===== src/sv/ipv4p_pkg.sv =====
`timescale 1ns / 1ps
`default_nettype none
// ----------------------------------------------------------------------------
// ipv4p_pkg: shared definitions for the dotted-decimal address parser
// Constants, count widths and the BCD-to-byte conversion.
// ----------------------------------------------------------------------------
package ipv4p_pkg;

    localparam int GROUPS_DEF = 4;

    localparam int CH_W      = 8;
    localparam int ADDR_W    = 32;
    localparam int BYTE_W    = 8;
    localparam int NIB_W     = 4;
    localparam int BCD_W     = 3 * NIB_W;
    localparam int CNT_W     = 3;

    localparam logic [CH_W-1:0]  CH_END      = 8'h00;
    localparam logic [CH_W-1:0]  CH_DIGIT_LO = 8'h30;
    localparam logic [CH_W-1:0]  CH_DIGIT_HI = 8'h39;
    localparam logic [CNT_W-1:0] DIGIT_SAT   = 3'd4;

    typedef logic [CNT_W-1:0]  t_cnt;
    typedef logic [BCD_W-1:0]  t_bcd;
    typedef logic [ADDR_W-1:0] t_addr;

    // hundreds*100 + tens*10 + units, kept mod 256
    function automatic logic [BYTE_W-1:0] bcd_to_byte(input t_bcd bcd);
        logic [9:0] h;
        logic [9:0] t;
        logic [9:0] u;
        logic [9:0] sum;
        h   = {6'd0, bcd[11:8]};
        t   = {6'd0, bcd[7:4]};
        u   = {6'd0, bcd[3:0]};
        sum = (h * 10'd100) + (t * 10'd10) + u;
        return sum[BYTE_W-1:0];
    endfunction

endpackage
`default_nettype wire


===== src/sv/ipv4_dotted_decimal_parser_unit.sv =====
`timescale 1ns / 1ps
`default_nettype none
// ----------------------------------------------------------------------------
// ipv4_dotted_decimal_parser_unit: dotted-decimal string to IPv4 address
//
// Input channel (i_ch_valid / o_ch_ready / i_ch): one character per word.
// A zero character ends the string; only that word produces a result.
// Output channel (o_res_valid / i_res_ready / o_address / o_valid_res):
// one word per string, the address with the first group in the top byte,
// or zero with o_valid_res low unless the first GROUPS groups each had 1-3 digits.
//
// Throughput: one character per cycle while the input is not blocked. The
// result word appears in the cycle after its end-of-string character is taken.
// The parse state (group and digit counters, BCD digits, address
// accumulator) updates in the same cycle a character is taken; the result
// register holds one finished word.
// A stalled receiver blocks the input only while the result register is
// full and not being drained this cycle; the same word is held until taken.
// Reset (synchronous, active low) clears the parse state and the result
// valid flag; no result is pending after reset.
// ----------------------------------------------------------------------------
module ipv4_dotted_decimal_parser_unit #(
    parameter int GROUPS = ipv4p_pkg::GROUPS_DEF
) (
    input  wire                               i_clk,
    input  wire                               i_rst_n,
    input  wire                               i_ch_valid,
    output logic                              o_ch_ready,
    input  wire  [ipv4p_pkg::CH_W-1:0]        i_ch,
    output logic                              o_res_valid,
    input  wire                               i_res_ready,
    output logic [ipv4p_pkg::ADDR_W-1:0]      o_address,
    output logic                              o_valid_res
);
    import ipv4p_pkg::*;

    localparam t_cnt GROUPS_C = t_cnt'(GROUPS);

    // parse state
    t_cnt  r_groups_done, n_groups_done;
    t_cnt  r_good_groups, n_good_groups;
    t_cnt  r_digit_count, n_digit_count;
    t_bcd  r_digit_buffer, n_digit_buffer;
    t_addr r_address_acc, n_address_acc;

    // result register
    logic  r_res_valid, n_res_valid;
    t_addr r_address, n_address;
    logic  r_valid_res, n_valid_res;

    logic  ch_take;
    logic  is_end;
    logic  is_digit;
    logic  do_close;
    t_cnt  cl_groups_done;
    t_cnt  cl_good_groups;
    t_addr cl_address_acc;

    // free the result slot when empty or being drained this cycle
    assign o_ch_ready = !r_res_valid || i_res_ready;
    assign ch_take    = i_ch_valid && o_ch_ready;

    assign is_end   = (i_ch == CH_END);
    assign is_digit = (i_ch >= CH_DIGIT_LO) && (i_ch <= CH_DIGIT_HI);

    // group close: count the slot, shift in a byte unless the group was long
    always_comb begin
        cl_groups_done = r_groups_done + t_cnt'(1);
        cl_good_groups = r_good_groups;
        cl_address_acc = r_address_acc;
        if (r_digit_count < DIGIT_SAT) begin
            cl_good_groups = r_good_groups + t_cnt'(1);
            cl_address_acc = {r_address_acc[ADDR_W-BYTE_W-1:0], bcd_to_byte(r_digit_buffer)};
        end
    end

    always_comb begin
        n_groups_done  = r_groups_done;
        n_good_groups  = r_good_groups;
        n_digit_count  = r_digit_count;
        n_digit_buffer = r_digit_buffer;
        n_address_acc  = r_address_acc;
        n_res_valid    = r_res_valid && !i_res_ready;
        n_address      = r_address;
        n_valid_res    = r_valid_res;
        do_close       = 1'b0;

        if (ch_take) begin
            if (is_end) begin
                // close an open group if a slot is left, then emit and clear
                do_close = (r_groups_done < GROUPS_C) && (r_digit_count != '0);
                n_res_valid = 1'b1;
                if (do_close) begin
                    n_valid_res = (cl_good_groups == GROUPS_C);
                    n_address   = n_valid_res ? cl_address_acc : '0;
                end else begin
                    n_valid_res = (r_good_groups == GROUPS_C);
                    n_address   = n_valid_res ? r_address_acc : '0;
                end
                n_groups_done  = '0;
                n_good_groups  = '0;
                n_digit_count  = '0;
                n_digit_buffer = '0;
                n_address_acc  = '0;
            end else if (r_groups_done < GROUPS_C) begin
                if (is_digit) begin
                    // shift in the BCD digit, saturate the count
                    n_digit_buffer = {r_digit_buffer[BCD_W-NIB_W-1:0],
                                      NIB_W'(i_ch - CH_DIGIT_LO)};
                    if (r_digit_count < DIGIT_SAT) begin
                        n_digit_count = r_digit_count + t_cnt'(1);
                    end
                end else if (r_digit_count != '0) begin
                    n_groups_done  = cl_groups_done;
                    n_good_groups  = cl_good_groups;
                    n_address_acc  = cl_address_acc;
                    n_digit_count  = '0;
                    n_digit_buffer = '0;
                end
            end
        end
    end

    always_ff @(posedge i_clk) begin
        if (!i_rst_n) begin
            r_groups_done  <= '0;
            r_good_groups  <= '0;
            r_digit_count  <= '0;
            r_digit_buffer <= '0;
            r_address_acc  <= '0;
            r_res_valid    <= 1'b0;
        end else begin
            r_groups_done  <= n_groups_done;
            r_good_groups  <= n_good_groups;
            r_digit_count  <= n_digit_count;
            r_digit_buffer <= n_digit_buffer;
            r_address_acc  <= n_address_acc;
            r_res_valid    <= n_res_valid;
        end
    end

    // result payload: hold while the receiver stalls
    always_ff @(posedge i_clk) begin
        r_address   <= n_address;
        r_valid_res <= n_valid_res;
    end

    assign o_res_valid = r_res_valid;
    assign o_address   = r_address;
    assign o_valid_res = r_valid_res;

endmodule
`default_nettype wire

===== config.mk =====
export PLATFORM = sky130hd
export DESIGN_NAME = ipv4_dotted_decimal_parser_unit
export DESIGN_NICKNAME = d
export VERILOG_FILES = /design/src/sv/ipv4p_pkg.sv /design/src/sv/ipv4_dotted_decimal_parser_unit.sv
export SDC_FILE = /design/constraint.sdc
export NUM_CORES = 1
export LEC_CHECK = 0
export BUFFER_PORTS_ARGS = -buffer_cell sky130_fd_sc_hd__buf_2
export CORE_ASPECT_RATIO = 1.2
export CORE_UTILIZATION = 30
export CTS_BUF_LIST = sky130_fd_sc_hd__clkbuf_4 sky130_fd_sc_hd__clkbuf_8
export DETAILED_ROUTE_END_ITERATION = 10
export HOLD_SLACK_MARGIN = 0.02
export SYNTH_ARGS = -nofsm -noshare
export SYNTH_HDL_FRONTEND = slang
export SYNTH_SLANG_ARGS = --single-unit

===== constraint.sdc =====
create_clock -name i_clk -period 6 [get_ports i_clk]
set_clock_uncertainty 0.15 [all_clocks]
set_input_delay 0.9 -clock i_clk [delete_from_list [all_inputs] [get_ports i_clk]]
set_output_delay 0.9 -clock i_clk [all_outputs]
set_load 0.01 [all_outputs]

Yosys cells after proc, flatten, opt, wreduce, memory -nomap -nowiden
Cells that the tools add are included.

Add/subtract/negate cells: 6. Order comparisons: 4. Multiply operators: 2. Muxes and demuxes: 29. Reductions and logical operators: 16. Equality and inequality tests: 4.

Operator list (count): 2-to-1 mux 32 bit (8); 2-to-1 mux 12 bit (4); 2-to-1 mux 3 bit (14); adder 3 x 1 -> 3 bit, second input constant (3); adder 8 x 4 -> 8 bit (1); adder 8 bit (1); >= comparator 8 x 6 -> 1 bit, second input constant (1); <= comparator 8 x 6 -> 1 bit, second input constant (1); zero test 8 bit (1); AND reduction 4 bit (2); multiplier 4 x 3 -> 7 bit, second input constant (1); == test 3 bit, second input constant (2); less-than comparator 3 bit, second input constant (2); multiplier 4 x 5 -> 6 bit, second input constant (1); nonzero test 3 bit (2); logical AND 1 bit (4); nonzero test 2 bit (2); subtractor 4 x 1 -> 4 bit, second input constant (1); 2-to-1 mux 1 bit (3); inequality test 3 x 2 -> 1 bit, second input constant (1); AND reduction 3 bit (1); zero test 1 bit (2); inequality test 2 bit, second input constant (1); AND reduction 2 bit (1); logical OR 1 bit (1).

Register bits after elaboration: 87. Output and inout bits: 35. Word-level logic and storage cells: 69.

Depth between registers and ports, before layout
Gate-level depths: netlist (run 1).

Depth after elaboration: 8. Gate-level depth with buffers: 11. Mapped depth without buffers: 11.

Worst setup path after synthesis (run 1)
Ideal clock, no wire load.

Kind: register -> register. Start: reg r_digit_buffer[5]. End: reg r_address[7] (netlist: o_address[7]), data pin. Arrival: 2578 ps. Setup slack: 3103 ps. Library setup time: 169 ps. Stages on the path, launching flop included: 12. Path buffers: 0. Cells stage by stage: dfxtp_1 > ha_1 > ha_1 > fa_1 > ha_1 > ha_1 > o21ai_0 > o21bai_1 > a21oi_1 > xnor2_1 > nor2_1 > o31ai_1.

Word-level cells in the longest chain between the ends: 6.

Ends and longest elaborated chain: start, declared (RTL line ipv4_dotted_decimal_parser_unit.sv:43) `t_bcd r_digit_buffer, n_digit_buffer;`; start signal, assigned (RTL line ipv4_dotted_decimal_parser_unit.sv:136) `r_digit_buffer <= n_digit_buffer;`; multiplier 4 x 3 -> 7 bit (RTL line ipv4p_pkg.sv:36) `sum = (h * 10'd100) + (t * 10'd10) + u;`; adder 8 bit (RTL line ipv4p_pkg.sv:36); adder 8 x 4 -> 8 bit (RTL line ipv4p_pkg.sv:36); 2-to-1 mux 32 bit (RTL line ipv4_dotted_decimal_parser_unit.sv:71) `if (r_digit_count < DIGIT_SAT) begin`; 2-to-1 mux 32 bit (RTL line ipv4_dotted_decimal_parser_unit.sv:95) `n_address = n_valid_res ? cl_address_acc : '0;`; 2-to-1 mux 32 bit (RTL line ipv4_dotted_decimal_parser_unit.sv:93) `if (do_close) begin`; end signal, assigned (RTL line ipv4_dotted_decimal_parser_unit.sv:144) `r_address <= n_address;`; end, declared (RTL line ipv4_dotted_decimal_parser_unit.sv:48) `t_addr r_address, n_address;`.

Every way passes these cells. A chain may end at the register's enable or synchronous reset.

Final worst setup path (run 1)
Start: reg r_digit_buffer[7]. End: reg r_address[7] (netlist: o_address[7]), data pin.

The elaborated chain is that of the path after synthesis.

==> results.cfg, run 1 <==
[global_routing]
pin_count_of_the_biggest_net_entering_global_routing = 34
grt.overflow.total = 0
via_count_of_the_first_global_routing_pass = 2474
grt_pass1_wl_um = 11900
grt_antenna_before_repair = 0
grt.total_usage = 0.112

[critical_path]
worstSetupStartpointType = flip-flop
cp_cell_sequence = ha_1, ha_1, fa_1, ha_1, ha_1, o21ai_0, o21bai_1, a21oi_1, xnor2_1, nor2_1, o31ai_1
timing.critical_path.from = r_digit_buffer[7]
worst_path_max_delay_cell = sky130_fd_sc_hd__fa_1
worst_ep_arrival_time_ns = 3.20
critical_path.top_delay_family = adder cells
worst_path_largest_cell_delay_ns = 0.45
worst-path-max-fanout = 5
path_buf_inv = 0
critical_path_required_ns = 6.03
cp_common_cell = sky130_fd_sc_hd__ha_1
endpoint_kind = flip-flop
timing.rr.start = r_digit_buffer[7]
worst-setup-path-type = flip-flop to flip-flop

[sta]
timing_worst_slew_pin_value_ns = 1.20
finalCritPeriodShare = 0.529
setup_repair_after_global_routing_missed_its_margin = no
slew_headroom = 0.200
final_max_slew_viol_count = 0
final_hold_viol_count = 0
max_freq_mhz = 315
timing.setup.tns_ns = 0
final.min_clock_period_ns = 3.17
layout_setup_ws_ns = 2.83
timing.final.setup_violations = 0

[flow_run]
drv.max_cap_violation_count = 0

[power]
p_int_mw = 0.816
power.ir.vdd_worst_mv = 0.0933
switching_share = 0.210
p_seq_frac = 0.589
total_leakage_power_nw = 1.93
power-per-cell-area_nw_per_um2 = 231
clockPowerShare = 0.395
net-switching-power_mw = 0.217
combinationalPowerShare = 0.016

[logic_synthesis]
syn_area_um2 = 3930
leading_cell_types_by_total_area_after_synthesis = sky130_fd_sc_hd__dfxtp_1 (28%), sky130_fd_sc_hd__edfxtp_1 (25%), sky130_fd_sc_hd__a22o_1 (13%)
synthesis.area_per_instance_um2 = 12.3
yosys_warnings = 0
netlist.area_leader.share = 0.275
synth_ff_type = sky130_fd_sc_hd__dfxtp_1
netlist.top_cell.by_area = sky130_fd_sc_hd__dfxtp_1
synth-edff-count = 33
syn-num-nets = 357
synth_sequential_area_ratio = 0.527
ys_ff_latch = 87
async_reset_ff_frac = 0
netlist_instances = 320
number_of_distinct_standard_cells_referenced_by_the_synthesized_netlist = 50

[detailed_routing]
routed-via-count = 2561
route.detailed.vias_per_inst = 4.83
drt_pre_antenna_iters = 4
detail_route.wl_per_cell_um = 13.5
antenna_violating_nets_post_route = 0
drt_first_iter_violations = 87
drcViolationCount = 0
drt_wl_total_um = 7170

[worst_hold_path]
hold_class = flip-flop to flip-flop
worst_hold_startpoint = r_address_acc[26]

[final_layout]
flow.area_growth_from_synthesis_pct = 13.5
drive_gt1_frac = 0.210
fill_cell_count = 1308
most_frequent_cells_in_the_layout = sky130_fd_sc_hd__a22o_1 (57), sky130_fd_sc_hd__dfxtp_1 (54), sky130_fd_sc_hd__buf_2 (46)
most_frequent_standard_cell_in_the_layout_excluding_fill_and_tap_cells = sky130_fd_sc_hd__a22o_1
antenna-diode-count = 0
finalNetCount = 398

[run_status]
status = complete, no violations

[cts]
cts_hold_buf = 0
cts.clk_slew.worst_paths_ns = 0.09
clock_tree_from_tritoncts = yes
ctsResizeCount = 0
post-cts-setup-buffer-count = 0
clkLatencyLatePin_ns = 0.36
cts.htree.levels = 3
cts_buffer_count = 9
cts_buffer_depth = 2
numClockSinks = 87
clk_root_buffer_cell = sky130_fd_sc_hd__clkbuf_8

[die]
design.core.area_um2 = 12700
fp.dieArea_um2 = 13600
die_x_extent_um = 106
io-pin-count = 47
floorplan.die.height_um = 127
start_util = 0.309
placementRows = 45

[place]
gp_routability_congestion = 0.800
placement.io_buffers = 46
place.detailed.hpwl_um = 5030
post-place-ws_ns = 2.74
## layout make-up
cell class / instances / area (um^2) / share of cell area
clock inverter: 5 / 60.1 / 0.0135
tap: 164 / 205 / 0.0460
sequential: 87 / 2070 / 0.464
multi-input combinational: 205 / 1700 / 0.381
clock buffer: 11 / 139 / 0.0311
inverter: 10 / 40.0 / 0.00897
timing repair buffer: 48 / 245 / 0.0550
## cell usage after synthesis (2+ instances only)
cell type / count
sky130_fd_sc_hd__xnor2_1: 5
sky130_fd_sc_hd__buf_6: 5
sky130_fd_sc_hd__nand2b_1: 2
sky130_fd_sc_hd__a22o_1: 57
sky130_fd_sc_hd__a21oi_1: 6
sky130_fd_sc_hd__dfxtp_1: 54
sky130_fd_sc_hd__and2_1: 4
sky130_fd_sc_hd__o31ai_1: 3
sky130_fd_sc_hd__edfxtp_1: 33
sky130_fd_sc_hd__buf_4: 2
sky130_fd_sc_hd__a22oi_1: 2
sky130_fd_sc_hd__o211ai_1: 3
sky130_fd_sc_hd__nand3_1: 2
sky130_fd_sc_hd__xor2_1: 3
sky130_fd_sc_hd__a21o_1: 3
sky130_fd_sc_hd__nor2_1: 19
sky130_fd_sc_hd__and2_0: 2
sky130_fd_sc_hd__fa_1: 4
sky130_fd_sc_hd__ha_1: 21
sky130_fd_sc_hd__nand2_1: 14
sky130_fd_sc_hd__clkbuf_1: 2
sky130_fd_sc_hd__a21boi_0: 5
sky130_fd_sc_hd__o21ai_0: 9
sky130_fd_sc_hd__a21oi_4: 2
sky130_fd_sc_hd__nor2b_1: 3
sky130_fd_sc_hd__inv_1: 9
sky130_fd_sc_hd__nand3b_1: 2
sky130_fd_sc_hd__mux2i_1: 13
sky130_fd_sc_hd__a211oi_1: 2
sky130_fd_sc_hd__buf_2: 9
## logic make-up (layout without fill, tap and decap cells)
logic type / count (synthesis) / after routing / synth area share
AO/OA/AOI/OAI: 98 / 98 / 0.203
flip-flops: 87 / 87 / 0.527
AND/OR/NAND/NOR: 59 / 59 / 0.0809
buffers and inverters: 28 / 74 / 0.0417
adder cells (fa/ha/maj): 25 / 25 / 0.0872
multiplexers: 14 / 14 / 0.0360
XOR/XNOR: 9 / 9 / 0.0236
## flip-flops by register name (all words and copies together) (netlist names)
register / cells
o_address: 32
r_address_acc: 32
r_digit_buffer: 12
r_digit_count: 3
r_good_groups: 3
r_groups_done: 3
o_res_valid: 1
o_valid_res: 1
## power groups by stage
stage	registers, mW	clock network [mW]	logic [mW]
floorplan	0.622	0	0.0112
global route	0.608	0.441	0.0183
finish	0.608	0.408	0.0164
global placement	0.622	0	0.0160
detailed placement	0.622	0	0.0164
CTS	0.608	0.421	0.0164
## metrics by stage
| stage | util | cell area (um^2) | hold WS, ns | cells | total power [mW] |
|---|---|---|---|---|---|
| after floorplan | - | 3930 | 0.293 | 320 | 0.633 |
| after global placement | 0.335 | 4260 | 0.307 | 514 | 0.638 |
| after detailed placement | 0.335 | 4260 | 0.308 | 514 | 0.638 |
| after CTS | 0.351 | 4460 | 0.335 | 530 | 1.05 |
| after global routing | 0.351 | 4460 | 0.357 | 530 | 1.07 |
| final | 0.351 | 4460 | 0.329 | 530 | 1.03 |
## final timing paths
kind              depth (start not counted)           endpoint  slack [ns]
setup / recovery                         11       o_address[7]        2.83
setup reg to reg                         11       o_address[7]        2.83
hold reg to reg                           1  r_address_acc[26]        0.33
hold / removal                            1  r_address_acc[26]        0.33
## per-layer routing
metal,GRT usage,up-vias,part of all wire,routed length [um]
met3,0.0316,10,0.046,332
met5,0,-,0,0
met2,0.173,61,0.43,3110
met4,0.0435,0,0.015,109
li1,-,1286,-,-
met1,0.148,1204,0.51,3630
No activity file was read; power rests on OpenSTA's default activity.
==> inputs of run 2 (changes only) <==
==> constraint.sdc (replaced) <==
create_clock -name i_clk -period 3 [get_ports i_clk]
set_clock_uncertainty 0.15 [all_clocks]
set_input_delay 0.45 -clock i_clk [delete_from_list [all_inputs] [get_ports i_clk]]
set_output_delay 0.45 -clock i_clk [all_outputs]
set_load 0.01 [all_outputs]
==> run 2 against run 1 <==
  * Sequential cell count stayed put
  * Critical path depth is 1 lower
  * Sequential share of layout area is 0.83 points lower
  * Sequential power is 100% higher
  * Register-to-register slack worse by 2.7 ns
  * First-iteration DRC count is 18% lower
  * Die area stayed put
  * Total power is 91% higher
  * Critical endpoint unchanged
  * Largest cell class unchanged
==> results.cfg, run 2 (same netlist as run 1, synthesis figures left out) <==
[final_layout]
finalNetCount = 405
drive_gt1_frac = 0.249
post-route-cell-area_um2 = 4550
postLayoutCoreUtil = 0.357
layout.area.seq_um2 = 2070
fill_cell_count = 1295
most_frequent_cells_in_the_layout = sky130_fd_sc_hd__a22o_1 (57), sky130_fd_sc_hd__dfxtp_1 (53), sky130_fd_sc_hd__buf_2 (46)
flow.area_growth_from_synthesis_pct = 15.7
footprint_of_the_multi_input_gates_um2 = 1760
antenna-diode-count = 0
most_frequent_standard_cell_in_the_layout_excluding_fill_and_tap_cells = sky130_fd_sc_hd__a22o_1

[flow_run]
drv.max_cap_violation_count = 0

[detailed_routing]
drt_wl_total_um = 7360
route.detailed.vias_per_inst = 4.88
drcViolationCount = 0
detail_route.wl_per_cell_um = 13.7
drt_pre_antenna_iters = 4
drt_first_iter_violations = 71
routed-via-count = 2620
antenna_violating_nets_post_route = 0

[die]
fp.dieArea_um2 = 13600
floorplan.die.height_um = 127
design.core.area_um2 = 12700
placementRows = 45
start_util = 0.309
io-pin-count = 47
die_x_extent_um = 106

[critical_path]
crit_end = o_address[7]
worst_path_max_delay_cell = sky130_fd_sc_hd__dfxtp_1
cp_cell_sequence = ha_4, ha_2, fa_1, xor2_1, ha_2, ha_1, a21oi_2, xnor2_1, nor2_1, o31ai_1
timing.critical_path.from = r_digit_buffer[5]
worst_ep_arrival_time_ns = 2.92
reg2reg_setup_slack_ns = 0.13
worstSetupStartpointType = flip-flop
critical_path_required_ns = 3.05
worst-path-max-fanout = 2
regToRegEndpoint = o_address[7]
timing.reg2reg.worst_path_depth = 10
cp_common_cell = sky130_fd_sc_hd__ha_2
timing.rr.start = r_digit_buffer[5]
worst_path_largest_cell_delay_ns = 0.38
endpoint_kind = flip-flop
worst-setup-path-type = flip-flop to flip-flop

[power]
total_leakage_power_nw = 1.92
power-per-cell-area_nw_per_um2 = 434
power.ir.vdd_worst_mv = 0.157
fin_total_pwr_mw = 1.97

[global_routing]
via_count_of_the_first_global_routing_pass = 2517
grt_antenna_before_repair = 0
grt.total_usage = 0.113
pin_count_of_the_biggest_net_entering_global_routing = 34
grt.overflow.total = 0
grt_pass1_wl_um = 12000

[cts]
cts_buffer_depth = 2
clock_tree_from_tritoncts = yes
cts.htree.levels = 3
cts_hold_buf = 0
post-cts-setup-buffer-count = 0
clkLatencyLatePin_ns = 0.36
numClockSinks = 87
cts.clk_slew.worst_paths_ns = 0.08
clk_root_buffer_cell = sky130_fd_sc_hd__clkbuf_8
cts_buffer_count = 9

[sta]
slew_headroom = 0.194
max_freq_mhz = 348
final_hold_viol_count = 0
timing.final.setup_violations = 0
final_max_slew_viol_count = 0
timing_worst_slew_pin_value_ns = 1.20
final.min_clock_period_ns = 2.87
worst_hold_slack_ns = 0.192
finalCritPeriodShare = 0.957

[place]
gp_routability_congestion = 0.827
placement.io_buffers = 46
placed_cell_area_um2 = 4320
place.detailed.hpwl_um = 5040

[worst_hold_path]
hold_class = input pin to flip-flop

[run_status]
status = complete, no violations
-- run 2: cell count changes in the layout (fill, tap and decap cells not counted), moves of 2 or more --
cell,delta
sky130_fd_sc_hd__buf_4,+7
sky130_fd_sc_hd__clkbuf_4,-2
sky130_fd_sc_hd__clkinv_2,+2
sky130_fd_sc_hd__ha_1,-5
sky130_fd_sc_hd__ha_2,+2
sky130_fd_sc_hd__ha_4,+3
-- run 2: where the power goes --
part | switching [mW] | internal [mW]
Sequential | 0.000734 | 1.22
Clock | 0.420 | 0.300
Combinational | 0.0222 | 0.0126
-- run 2: repair_timing --
action / CTS / global route
pin swaps: 2 / 9
resized for setup: 0 / 10
endpoints found under the setup margin: 1 / 4
-- run 2: worst min path at each step --
stage,depth (start not counted),startpoint,to,slack [ns]
after floorplan,1,r_address_acc[25],r_address_acc[25],0.29
after global placement,1,r_address_acc[27],r_address_acc[27],0.31
after detailed placement,1,r_address_acc[29],r_address_acc[29],0.31
after CTS,3,i_ch[1],r_digit_buffer[1],0.18
after global routing,3,i_ch[1],r_digit_buffer[1],0.23
final,3,i_ch[1],r_digit_buffer[1],0.19
-- run 2: critical path, delay by kind of cell (launching register included) --
kind	cells	cell delay [ns]
AND/OR/NAND/NOR	1	0.08
adder cells (fa/ha/maj)	5	1.43
flip-flops	1	0.38
XOR/XNOR	2	0.33
AO/OA/AOI/OAI	2	0.34
-- run 2: through the flow --
stage	TNS (ns)	instances	worst slack, ns
global placement	0	521	0.0580
floorplan	0	320	0.103
global route	-0.0119	537	-0.0113
detailed placement	-0.00489	521	-0.00489
CTS	0	537	0.00515
finish	0	537	0.130
-- run 2: layout make-up --
type                       instances  share of cell area
clock buffer                       9              0.0273
clock inverter                     7              0.0105
inverter                          10             0.00881
multi-input combinational        205               0.387
sequential                        87               0.456
tap                              164              0.0451
timing repair buffer              55              0.0655
-- run 2: layer usage --
| layer | routed length (um) | up-vias | GRT usage |
|---|---|---|---|
| met5 | 0 | - | 0 |
| met4 | 199 | 0 | 0.0653 |
| met3 | 301 | 17 | 0.0255 |
| met2 | 3310 | 59 | 0.177 |
| met1 | 3550 | 1246 | 0.143 |
| li1 | - | 1298 | - |
